### config.mk
export PLATFORM = sky130hd
export DESIGN_NAME = http_response_head_parser_flat
export DESIGN_NICKNAME = d
export VERILOG_FILES = /design/src/sv/hrhp_pkg.sv /design/src/sv/hrhp_if.sv /design/src/sv/http_response_head_parser.sv /design/src/sv/hrhp_step.sv /design/src/flat_wrapper.sv
export SDC_FILE = /design/constraint.sdc
export NUM_CORES = 1
export LEC_CHECK = 0
export ABC_AREA = 1
export BUFFER_PORTS_ARGS = -buffer_cell sky130_fd_sc_hd__buf_2
export CORE_MARGIN = 8
export CORE_UTILIZATION = 50
export DETAILED_ROUTE_END_ITERATION = 7
export HOLD_SLACK_MARGIN = 0.02
export PLACE_DENSITY = 0.65
export REMOVE_ABC_BUFFERS = 1
export SYNTH_ARGS = -nofsm -noshare
export SYNTH_HDL_FRONTEND = slang
export SYNTH_SLANG_ARGS = --single-unit
export TNS_END_PERCENT = 30
### constraint.sdc
create_clock -name clk -period 2.5 [get_ports clk]
set_input_delay 0.375 -clock clk [delete_from_list [all_inputs] [get_ports clk]]
set_output_delay 0.375 -clock clk [all_outputs]
set_load 0.005 [all_outputs]
### src/sv/hrhp_pkg.sv
`default_nettype none

package hrhp_pkg;

  // Header line limit; a header line whose index would reach it is an error.
  localparam int MAX_HEADERS = 64;
  localparam int HDR_CNT_W   = (MAX_HEADERS > 1) ? $clog2(MAX_HEADERS) : 1;
  localparam int HDR_IDX_W   = 6;

  // Delimiter characters.
  localparam logic [7:0] CH_SP    = 8'h20;
  localparam logic [7:0] CH_CR    = 8'h0D;
  localparam logic [7:0] CH_LF    = 8'h0A;
  localparam logic [7:0] CH_COLON = 8'h3A;

  // Field kind tags on the result channel.
  typedef enum logic [2:0] {
    KIND_DELIM  = 3'd0,
    KIND_VER    = 3'd1,
    KIND_CODE   = 3'd2,
    KIND_REASON = 3'd3,
    KIND_NAME   = 3'd4,
    KIND_VALUE  = 3'd5,
    KIND_BODY   = 3'd6,
    KIND_ERR    = 3'd7
  } kind_t;

  // Parser phases, one-hot.
  typedef enum logic [15:0] {
    PH_VER0   = 16'h0001,
    PH_VER    = 16'h0002,
    PH_CODE0  = 16'h0004,
    PH_CODE   = 16'h0008,
    PH_RSN0   = 16'h0010,
    PH_RSN    = 16'h0020,
    PH_STLF   = 16'h0040,
    PH_HFIRST = 16'h0080,
    PH_NAME   = 16'h0100,
    PH_VAL0   = 16'h0200,
    PH_VAL    = 16'h0400,
    PH_VALLF  = 16'h0800,
    PH_LINE   = 16'h1000,
    PH_ENDLF  = 16'h2000,
    PH_BODY0  = 16'h4000,
    PH_BODY   = 16'h8000
  } phase_t;

  typedef struct packed {
    phase_t               phase;
    logic [HDR_CNT_W-1:0] hdr_cnt;
    logic                 err;
  } state_t;

  localparam state_t STATE_RESET = '{phase: PH_VER0, hdr_cnt: '0, err: 1'b0};

  typedef struct packed {
    logic [7:0] data_byte;
    logic       new_message;
  } in_word_t;

  typedef struct packed {
    kind_t                field_kind;
    logic                 field_start;
    logic [HDR_IDX_W-1:0] header_index;
    logic                 head_done;
    logic                 parse_error;
  } result_t;

  // Low bits of the header count, zero-extended when the count is narrower.
  function automatic logic [HDR_IDX_W-1:0] hdr_index(input logic [HDR_CNT_W-1:0] cnt);
    logic [HDR_CNT_W+HDR_IDX_W-1:0] ext;
    ext = {{HDR_IDX_W{1'b0}}, cnt};
    return ext[HDR_IDX_W-1:0];
  endfunction

endpackage

`default_nettype wire

### src/sv/hrhp_if.sv
`default_nettype none

// Byte channel into the parser.
interface hrhp_in_if;
  logic       valid;
  logic       ready;
  logic [7:0] data_byte;
  logic       new_message;

  modport source (output valid, output data_byte, output new_message, input ready);
  modport sink   (input valid, input data_byte, input new_message, output ready);
endinterface

// Tagged result channel out of the parser.
interface hrhp_out_if;
  logic       valid;
  logic       ready;
  logic [2:0] field_kind;
  logic       field_start;
  logic [5:0] header_index;
  logic       head_done;
  logic       parse_error;

  modport source (output valid, output field_kind, output field_start,
                  output header_index, output head_done, output parse_error,
                  input ready);
  modport sink   (input valid, input field_kind, input field_start,
                  input header_index, input head_done, input parse_error,
                  output ready);
endinterface

`default_nettype wire

### src/sv/http_response_head_parser.sv
// Byte-serial parser for the head of an HTTP response.
// in_stream carries one received byte per word plus a new_message flag that
// restarts the parser at the status line before that byte is parsed.
// out_stream returns one tagged word per byte: field kind, field start,
// header line index, head-done and a sticky parse error.
// Both channels use valid/ready; a word moves when both are high.
// Throughput is one byte per cycle while out_stream takes results: the parser
// state loop is a single transition from the input register into the result
// register. An accepted word passes through the input register, is parsed into
// the result register and is on out_stream from then on until it is taken.
// When the receiver stalls, the result register holds its word, the input
// register takes one more byte, and in_stream.ready then drops until the
// result is taken.
// Reset (synchronous, rst_n low) empties both registers and returns the
// parser to the start of the status line with no headers and no error.
`default_nettype none

module http_response_head_parser (
  input  wire logic   clk,
  input  wire logic   rst_n,
  hrhp_in_if.sink     in_stream,
  hrhp_out_if.source  out_stream
);
  import hrhp_pkg::*;

  logic     in_valid_r;
  in_word_t in_word_r;
  logic     out_valid_r;
  result_t  out_word_r;
  state_t   state_r;
  state_t   state_nxt;
  result_t  result_nxt;
  logic     advance;
  logic     in_take;

  // A buffered byte is parsed whenever the result register is free or drains.
  assign advance          = in_valid_r && (!out_valid_r || out_stream.ready);
  assign in_stream.ready  = !in_valid_r || advance;
  assign in_take          = in_stream.valid && in_stream.ready;

  // Input register.
  always_ff @(posedge clk) begin
    if (!rst_n) begin
      in_valid_r <= 1'b0;
    end else if (in_stream.ready) begin
      in_valid_r <= in_stream.valid;
    end
  end

  always_ff @(posedge clk) begin
    if (in_take) begin
      in_word_r.data_byte   <= in_stream.data_byte;
      in_word_r.new_message <= in_stream.new_message;
    end
  end

  // Parser transition.
  hrhp_step u_step (
    .state_i  (state_r),
    .word_i   (in_word_r),
    .state_o  (state_nxt),
    .result_o (result_nxt)
  );

  always_ff @(posedge clk) begin
    if (!rst_n) begin
      state_r <= STATE_RESET;
    end else if (advance) begin
      state_r <= state_nxt;
    end
  end

  // Result register.
  always_ff @(posedge clk) begin
    if (!rst_n) begin
      out_valid_r <= 1'b0;
    end else if (advance) begin
      out_valid_r <= 1'b1;
    end else if (out_stream.ready) begin
      out_valid_r <= 1'b0;
    end
  end

  always_ff @(posedge clk) begin
    if (advance) begin
      out_word_r <= result_nxt;
    end
  end

  assign out_stream.valid        = out_valid_r;
  assign out_stream.field_kind   = out_word_r.field_kind;
  assign out_stream.field_start  = out_word_r.field_start;
  assign out_stream.header_index = out_word_r.header_index;
  assign out_stream.head_done    = out_word_r.head_done;
  assign out_stream.parse_error  = out_word_r.parse_error;

  // The error stays set until a new message restarts the parser.
  a_err_sticky: assert property (@(posedge clk) disable iff (!rst_n)
    state_r.err && !(advance && in_word_r.new_message) |=> state_r.err)
    else $error("parse error cleared without a new message");

  // An error word and the error flag always come together.
  a_err_kind: assert property (@(posedge clk) disable iff (!rst_n)
    out_valid_r |-> ((out_word_r.field_kind == KIND_ERR) == out_word_r.parse_error))
    else $error("error tag and error flag disagree");

  // Once the head is done, every good byte is body, apart from the LF that
  // ends the head, which is a delimiter.
  a_body_after_head: assert property (@(posedge clk) disable iff (!rst_n)
    out_valid_r && out_word_r.head_done && !out_word_r.parse_error
      |-> (out_word_r.field_kind == KIND_BODY || out_word_r.field_kind == KIND_DELIM))
    else $error("byte after head not tagged as body");

  // With the result register empty, the parser never refuses a byte.
  a_no_bubble: assert property (@(posedge clk) disable iff (!rst_n)
    !out_valid_r |-> in_stream.ready)
    else $error("input stalled while result register empty");

endmodule

`default_nettype wire

### src/sv/hrhp_step.sv
`default_nettype none

// One parser transition: current state and one byte in, next state and the
// tagged result out. Purely combinational.
module hrhp_step (
  input  hrhp_pkg::state_t   state_i,
  input  hrhp_pkg::in_word_t word_i,
  output hrhp_pkg::state_t   state_o,
  output hrhp_pkg::result_t  result_o
);
  import hrhp_pkg::*;

  state_t               cur;
  state_t               nxt;
  kind_t                kind;
  logic                 start;
  logic                 bad;
  logic [7:0]           c;
  logic [HDR_CNT_W:0]   cnt_inc;
  logic                 too_many;
  logic                 is_sp;
  logic                 is_cr;
  logic                 is_lf;
  logic                 is_colon;

  assign c        = word_i.data_byte;
  assign is_sp    = (c == CH_SP);
  assign is_cr    = (c == CH_CR);
  assign is_lf    = (c == CH_LF);
  assign is_colon = (c == CH_COLON);

  // A new message restarts the parser before this byte is looked at.
  assign cur      = word_i.new_message ? STATE_RESET : state_i;
  assign cnt_inc  = {1'b0, cur.hdr_cnt} + {{HDR_CNT_W{1'b0}}, 1'b1};
  assign too_many = (cnt_inc >= (HDR_CNT_W+1)'(MAX_HEADERS));

  always_comb begin
    nxt   = cur;
    kind  = KIND_DELIM;
    start = 1'b0;
    bad   = 1'b0;

    if (cur.err) begin
      kind = KIND_ERR;
    end else begin
      unique case (cur.phase)
        PH_VER0, PH_VER: begin
          if (is_cr || is_lf || (cur.phase == PH_VER0 && is_sp)) begin
            bad = 1'b1;
          end else if (is_sp) begin
            nxt.phase = PH_CODE0;
          end else begin
            kind      = KIND_VER;
            start     = (cur.phase == PH_VER0);
            nxt.phase = PH_VER;
          end
        end
        PH_CODE0, PH_CODE: begin
          if (is_cr || is_lf) begin
            bad = 1'b1;
          end else if (is_sp) begin
            nxt.phase = PH_RSN0;
          end else begin
            kind      = KIND_CODE;
            start     = (cur.phase == PH_CODE0);
            nxt.phase = PH_CODE;
          end
        end
        PH_RSN0, PH_RSN: begin
          if (is_lf) begin
            bad = 1'b1;
          end else if (is_cr) begin
            nxt.phase = PH_STLF;
          end else begin
            kind      = KIND_REASON;
            start     = (cur.phase == PH_RSN0);
            nxt.phase = PH_RSN;
          end
        end
        PH_STLF: begin
          if (!is_lf) begin
            bad = 1'b1;
          end else begin
            nxt.phase = PH_HFIRST;
          end
        end
        PH_HFIRST, PH_LINE: begin
          // Start of a line: either the blank line or a new header.
          if (is_cr) begin
            nxt.phase = PH_ENDLF;
          end else if (is_sp || is_lf) begin
            bad = 1'b1;
          end else if (cur.phase == PH_LINE && too_many) begin
            bad = 1'b1;
          end else begin
            if (cur.phase == PH_LINE) begin
              nxt.hdr_cnt = cnt_inc[HDR_CNT_W-1:0];
            end
            if (is_colon) begin
              nxt.phase = PH_VAL0;
            end else begin
              kind      = KIND_NAME;
              start     = 1'b1;
              nxt.phase = PH_NAME;
            end
          end
        end
        PH_NAME: begin
          if (is_cr || is_lf) begin
            bad = 1'b1;
          end else if (is_colon) begin
            nxt.phase = PH_VAL0;
          end else begin
            kind = KIND_NAME;
          end
        end
        PH_VAL0, PH_VAL: begin
          if (is_lf) begin
            bad = 1'b1;
          end else if (is_cr) begin
            nxt.phase = PH_VALLF;
          end else begin
            kind      = KIND_VALUE;
            start     = (cur.phase == PH_VAL0);
            nxt.phase = PH_VAL;
          end
        end
        PH_VALLF: begin
          if (!is_lf) begin
            bad = 1'b1;
          end else begin
            nxt.phase = PH_LINE;
          end
        end
        PH_ENDLF: begin
          if (!is_lf) begin
            bad = 1'b1;
          end else begin
            nxt.phase = PH_BODY0;
          end
        end
        PH_BODY0: begin
          kind      = KIND_BODY;
          start     = 1'b1;
          nxt.phase = PH_BODY;
        end
        default: begin
          kind      = KIND_BODY;
          nxt.phase = PH_BODY;
        end
      endcase
    end

    // The offending byte is tagged as error and the error sticks.
    if (bad) begin
      nxt.err = 1'b1;
      kind    = KIND_ERR;
      start   = 1'b0;
    end
  end

  assign state_o = nxt;

  assign result_o.field_kind   = kind;
  assign result_o.field_start  = start;
  assign result_o.header_index = hdr_index(nxt.hdr_cnt);
  assign result_o.head_done    = (nxt.phase == PH_BODY0) || (nxt.phase == PH_BODY);
  assign result_o.parse_error  = nxt.err;

endmodule

`default_nettype wire
### src/flat_wrapper.sv
// flat-port wrapper written by rule: the top's interface ports become plain ports
module http_response_head_parser_flat import hrhp_pkg::*;
  (clk, rst_n, in_stream_valid, in_stream_data_byte, in_stream_new_message, in_stream_ready, out_stream_valid, out_stream_field_kind, out_stream_field_start, out_stream_header_index, out_stream_head_done, out_stream_parse_error, out_stream_ready);
  hrhp_in_if in_stream_i ();
  hrhp_out_if out_stream_i ();
  input  wire logic clk;
  input  wire logic rst_n;
  input wire logic [$bits(in_stream_i.valid)-1:0] in_stream_valid;
  input wire logic [$bits(in_stream_i.data_byte)-1:0] in_stream_data_byte;
  input wire logic [$bits(in_stream_i.new_message)-1:0] in_stream_new_message;
  output wire logic [$bits(in_stream_i.ready)-1:0] in_stream_ready;
  output wire logic [$bits(out_stream_i.valid)-1:0] out_stream_valid;
  output wire logic [$bits(out_stream_i.field_kind)-1:0] out_stream_field_kind;
  output wire logic [$bits(out_stream_i.field_start)-1:0] out_stream_field_start;
  output wire logic [$bits(out_stream_i.header_index)-1:0] out_stream_header_index;
  output wire logic [$bits(out_stream_i.head_done)-1:0] out_stream_head_done;
  output wire logic [$bits(out_stream_i.parse_error)-1:0] out_stream_parse_error;
  input wire logic [$bits(out_stream_i.ready)-1:0] out_stream_ready;
  assign in_stream_i.valid = in_stream_valid;
  assign in_stream_i.data_byte = in_stream_data_byte;
  assign in_stream_i.new_message = in_stream_new_message;
  assign in_stream_ready = in_stream_i.ready;
  assign out_stream_valid = out_stream_i.valid;
  assign out_stream_field_kind = out_stream_i.field_kind;
  assign out_stream_field_start = out_stream_i.field_start;
  assign out_stream_header_index = out_stream_i.header_index;
  assign out_stream_head_done = out_stream_i.head_done;
  assign out_stream_parse_error = out_stream_i.parse_error;
  assign out_stream_i.ready = out_stream_ready;
  http_response_head_parser u_core (.clk(clk), .rst_n(rst_n), .in_stream(in_stream_i), .out_stream(out_stream_i));
endmodule
==> metrics.md <==
| Metric | Value |
|---|---|
| Final setup TNS | 0 ns |
| CTS sink cnt | 46 |
| Vias in the first global route | 2955 |
| Worst Setup Path Type | flip-flop to flip-flop |
| Post-synth top area share | 0.1954 |
| Main synth FF type | dfxtp_1 |
| Dpl ws | 0.01226 ns |
| Global route overflow | 0 |
| Final Max Tran Viols | 0 |
| Cell area after synthesis | 3227 sq um |
| Worst hold path cell count | 1 |
| Reg area | 1131 sq um |
| Post-synth EDFFs | 21 |
| Slew HR | 0.6136 |
| Placed Cells | 592 |
| Worst-margin pin slew | 0.5774 ns |
| Clock-pin slew on the worst setup and hold paths | 0.08 ns |
| CP required | 2.57 ns |
| Final RePlAce weighted congestion | 0.9476 |
| CTS Buf Count | 5 |
| Routed WL per cell | 14.20 um |
| Synth Warn # | 0 |
| Dpl hpwl | 6.658 mm |
| Max-Cap Viols | 0 |
| Clk_skew | 0.007687 ns |
| DRT met1 WL | 4.010 mm |
| Cell Count, Final, Fillers Out | 608 |
| Leakage | 1.895 nW |
| Synth Register Bits | 46 |
| Area of the multi-input gates | 1753 sq um |
| Largest net degree at the start of global routing | 28 |
| Initial drt markers | 189 |
| Launching point of the worst reg2reg path | u_core.in_word_r[0] |
| Root buffer cell | clkbuf_8 |
| DRT Pass-1 Iters | 7 |
| Global-route wire length before repair | 14.05 mm |
| Clock Latency Late Sink | 0.30 ns |
| RSZ-0062 raised after global routing | yes |
| Worst Slack Setup Final | 0.08243 ns |
| Worst path arrival time | 2.48 ns |
| CTS HTree Levels | 2 |
| Final setup viols | 0 |
| Final hold vios | 0 |
| Crit path from | u_core.in_word_r[0] |
| Vias post-DR | 3241 |
| DR WL met3 | 544 um |
| # hold bufs at CTS | 0 |
| Initial Util | 0.5111 |
| DR WL met2 | 3.960 mm |
| Antenna violations before repair | 0 |
| # diodes | 0 |
| Cell Pwr Density | 487.0 nW/um^2 |
| Fin crit share | 0.9670 |
| FF-to-FF path depth | 15 |
| DR top layer | met4 |
| Crit path time final | 2.418 ns |
| Syn Area/Cell | 6.585 sq um |
| Mapped Cells | 490 |
| Die Y | 96.34 um |
| Die W | 96.34 um |
| Clock buffer depth | 2 |
| Hold WC Path Type | primary input to flip-flop |
| Final #Nets | 544 |
| Sequential element share of the synthesized area | 0.3505 |
| # rows | 29 |
| Fraction of registers with async set/reset | 0 |
| CP Max Fanout | 27 |
| Total GRT Usage | 0.1938 |
| Final Power | 0.001786 W |
| Final ANT Viol Nets | 0 |
| Core ar. | 6314 sq um |
| Fill cells | 645 |
| Commonest non-fill, non-tap cells in the layout | nand2_1 (123), inv_1 (72), nor2_1 (62), nand3_1 (40), buf_2 (26) |
| Critical path launch point type | flip-flop |
| Setup crit end kind | flip-flop |
| Via-per-instance ratio | 5.331 |
| Post-Route WL | 8.634 mm |
| Yosys top cell by area | edfxtp_1 |
| CTS tree | yes |
| Hold_sp | in_stream_data_byte[3] |
| Port bufs | 26 |
| Achievable Freq | 0.4136 GHz |
| Full die area | 9280 sq um |
| Dominant cells by area after synthesis | edfxtp_1 (20%), dfxtp_1 (16%), nand2_1 (15%) |
| DRC viols | 0 |
| Number of I/O pins | 27 |
| Yosys cell types | 35 |
| Synthesis-to-layout area growth | 13.65% |
| Share of cells above drive strength 1 | 0.1733 |
| Outcome | finished clean |
| Leading cell type in the layout, fill and taps excluded | nand2_1 |
| VDD IR max | 0.3063 mV |
-- critical path, stage by stage, from the launching register on --
cell,delay (ns)
edfxtp_1,0.39
buf_4,0.17
inv_8,0.13
nand2_2,0.11
nor2_4,0.13
nand2_4,0.09
nor2_4,0.25
buf_4,0.16
nand3_1,0.09
nor2_1,0.13
o21bai_1,0.13
nand3_1,0.15
nand3_1,0.10
nor2_1,0.04
nand2_1,0.06
nor2_1,0.04
-- worst paths after layout --
| path | slack, ns | endpoint |
|---|---|---|
| worst max-delay path | 0.08 | u_core.out_stream.head_done |
| worst min-delay path | 0.25 | u_core.in_word_r[4] |
| worst max register to register | 0.08 | u_core.out_stream.head_done |
| worst min register to register | 0.52 | u_core.out_stream.valid |
-- synthesized netlist by cell type (3+ instances only) --
| cell type | count |
|---|---|
| nand4_1 | 10 |
| nand3_2 | 3 |
| nor2_4 | 5 |
| o21ai_1 | 10 |
| nand2_1 | 126 |
| dfxtp_1 | 25 |
| nor2_1 | 65 |
| o21ai_0 | 24 |
| o211ai_1 | 11 |
| edfxtp_1 | 21 |
| nand2_2 | 14 |
| a21oi_1 | 22 |
| clkbuf_1 | 8 |
| inv_1 | 72 |
| nor3_1 | 3 |
| buf_6 | 3 |
| xor2_1 | 4 |
| nor2_2 | 4 |
| nand3_1 | 41 |
-- metal layers --
layer | global-route usage | vias up
li1 | - | 1668
met1 | 0.2530 | 1457
met2 | 0.3218 | 104
met3 | 0.03120 | 12
met4 | 0.05549 | 0
met5 | 0 | -
-- through the flow --
stage                       util  hold WS, ns  cell area, sq um
after global routing      0.5809       0.2383              3667
after detailed placement  0.5472       0.5078              3455
after global placement    0.5472       0.4872              3455
final                     0.5809       0.2478              3667
after floorplan                -       0.4739              3123
after CTS                 0.5646       0.2382              3565
-- cells by family (layout without fill, tap and decap cells) --
kind of cell / after synthesis / count (layout) / synth area share
buf+inv: 89 / 129 / 0.1206
xor+xnor: 4 / 4 / 0.01086
simple gates: 274 / 275 / 0.3788
fa+ha+maj: 1 / 1 / 0.003877
flops: 46 / 46 / 0.3505
compound gates: 76 / 76 / 0.1353
-- flip-flops by register name (all words and copies together) (netlist names) --
register and cells:
u_core.in_valid_r 1, u_core.in_word_r 9, u_core.out_stream.field_kind 3, u_core.out_stream.field_start 1
u_core.out_stream.head_done 1, u_core.out_stream.header_index 6, u_core.out_stream.parse_error 1, u_core.out_stream.valid 1
u_core.state_r 23
-- power by group --
part           switching (W)  internal, W  leakage, nW
sequential         0.0000353     0.000843        0.408
clock               0.000256     0.000298       0.0514
combinational       0.000230     0.000123         1.44
-- cell type report --
cell class | count | area share
multi-input cells | 356 | 0.4780
clock inverters | 2 | 0.01024
well taps | 77 | 0.02627
clock buffers | 6 | 0.01979
repair buffers | 47 | 0.07950
inverters | 74 | 0.07779
flip-flops and latches | 46 | 0.3084
-- repair_timing --
item                       4_1_cts  5_1_grt
setup endpoints to repair        0       11
gates resized for setup          0       14
setup buffers                    0        7
Note: power is estimated with default switching activity, not from simulation.
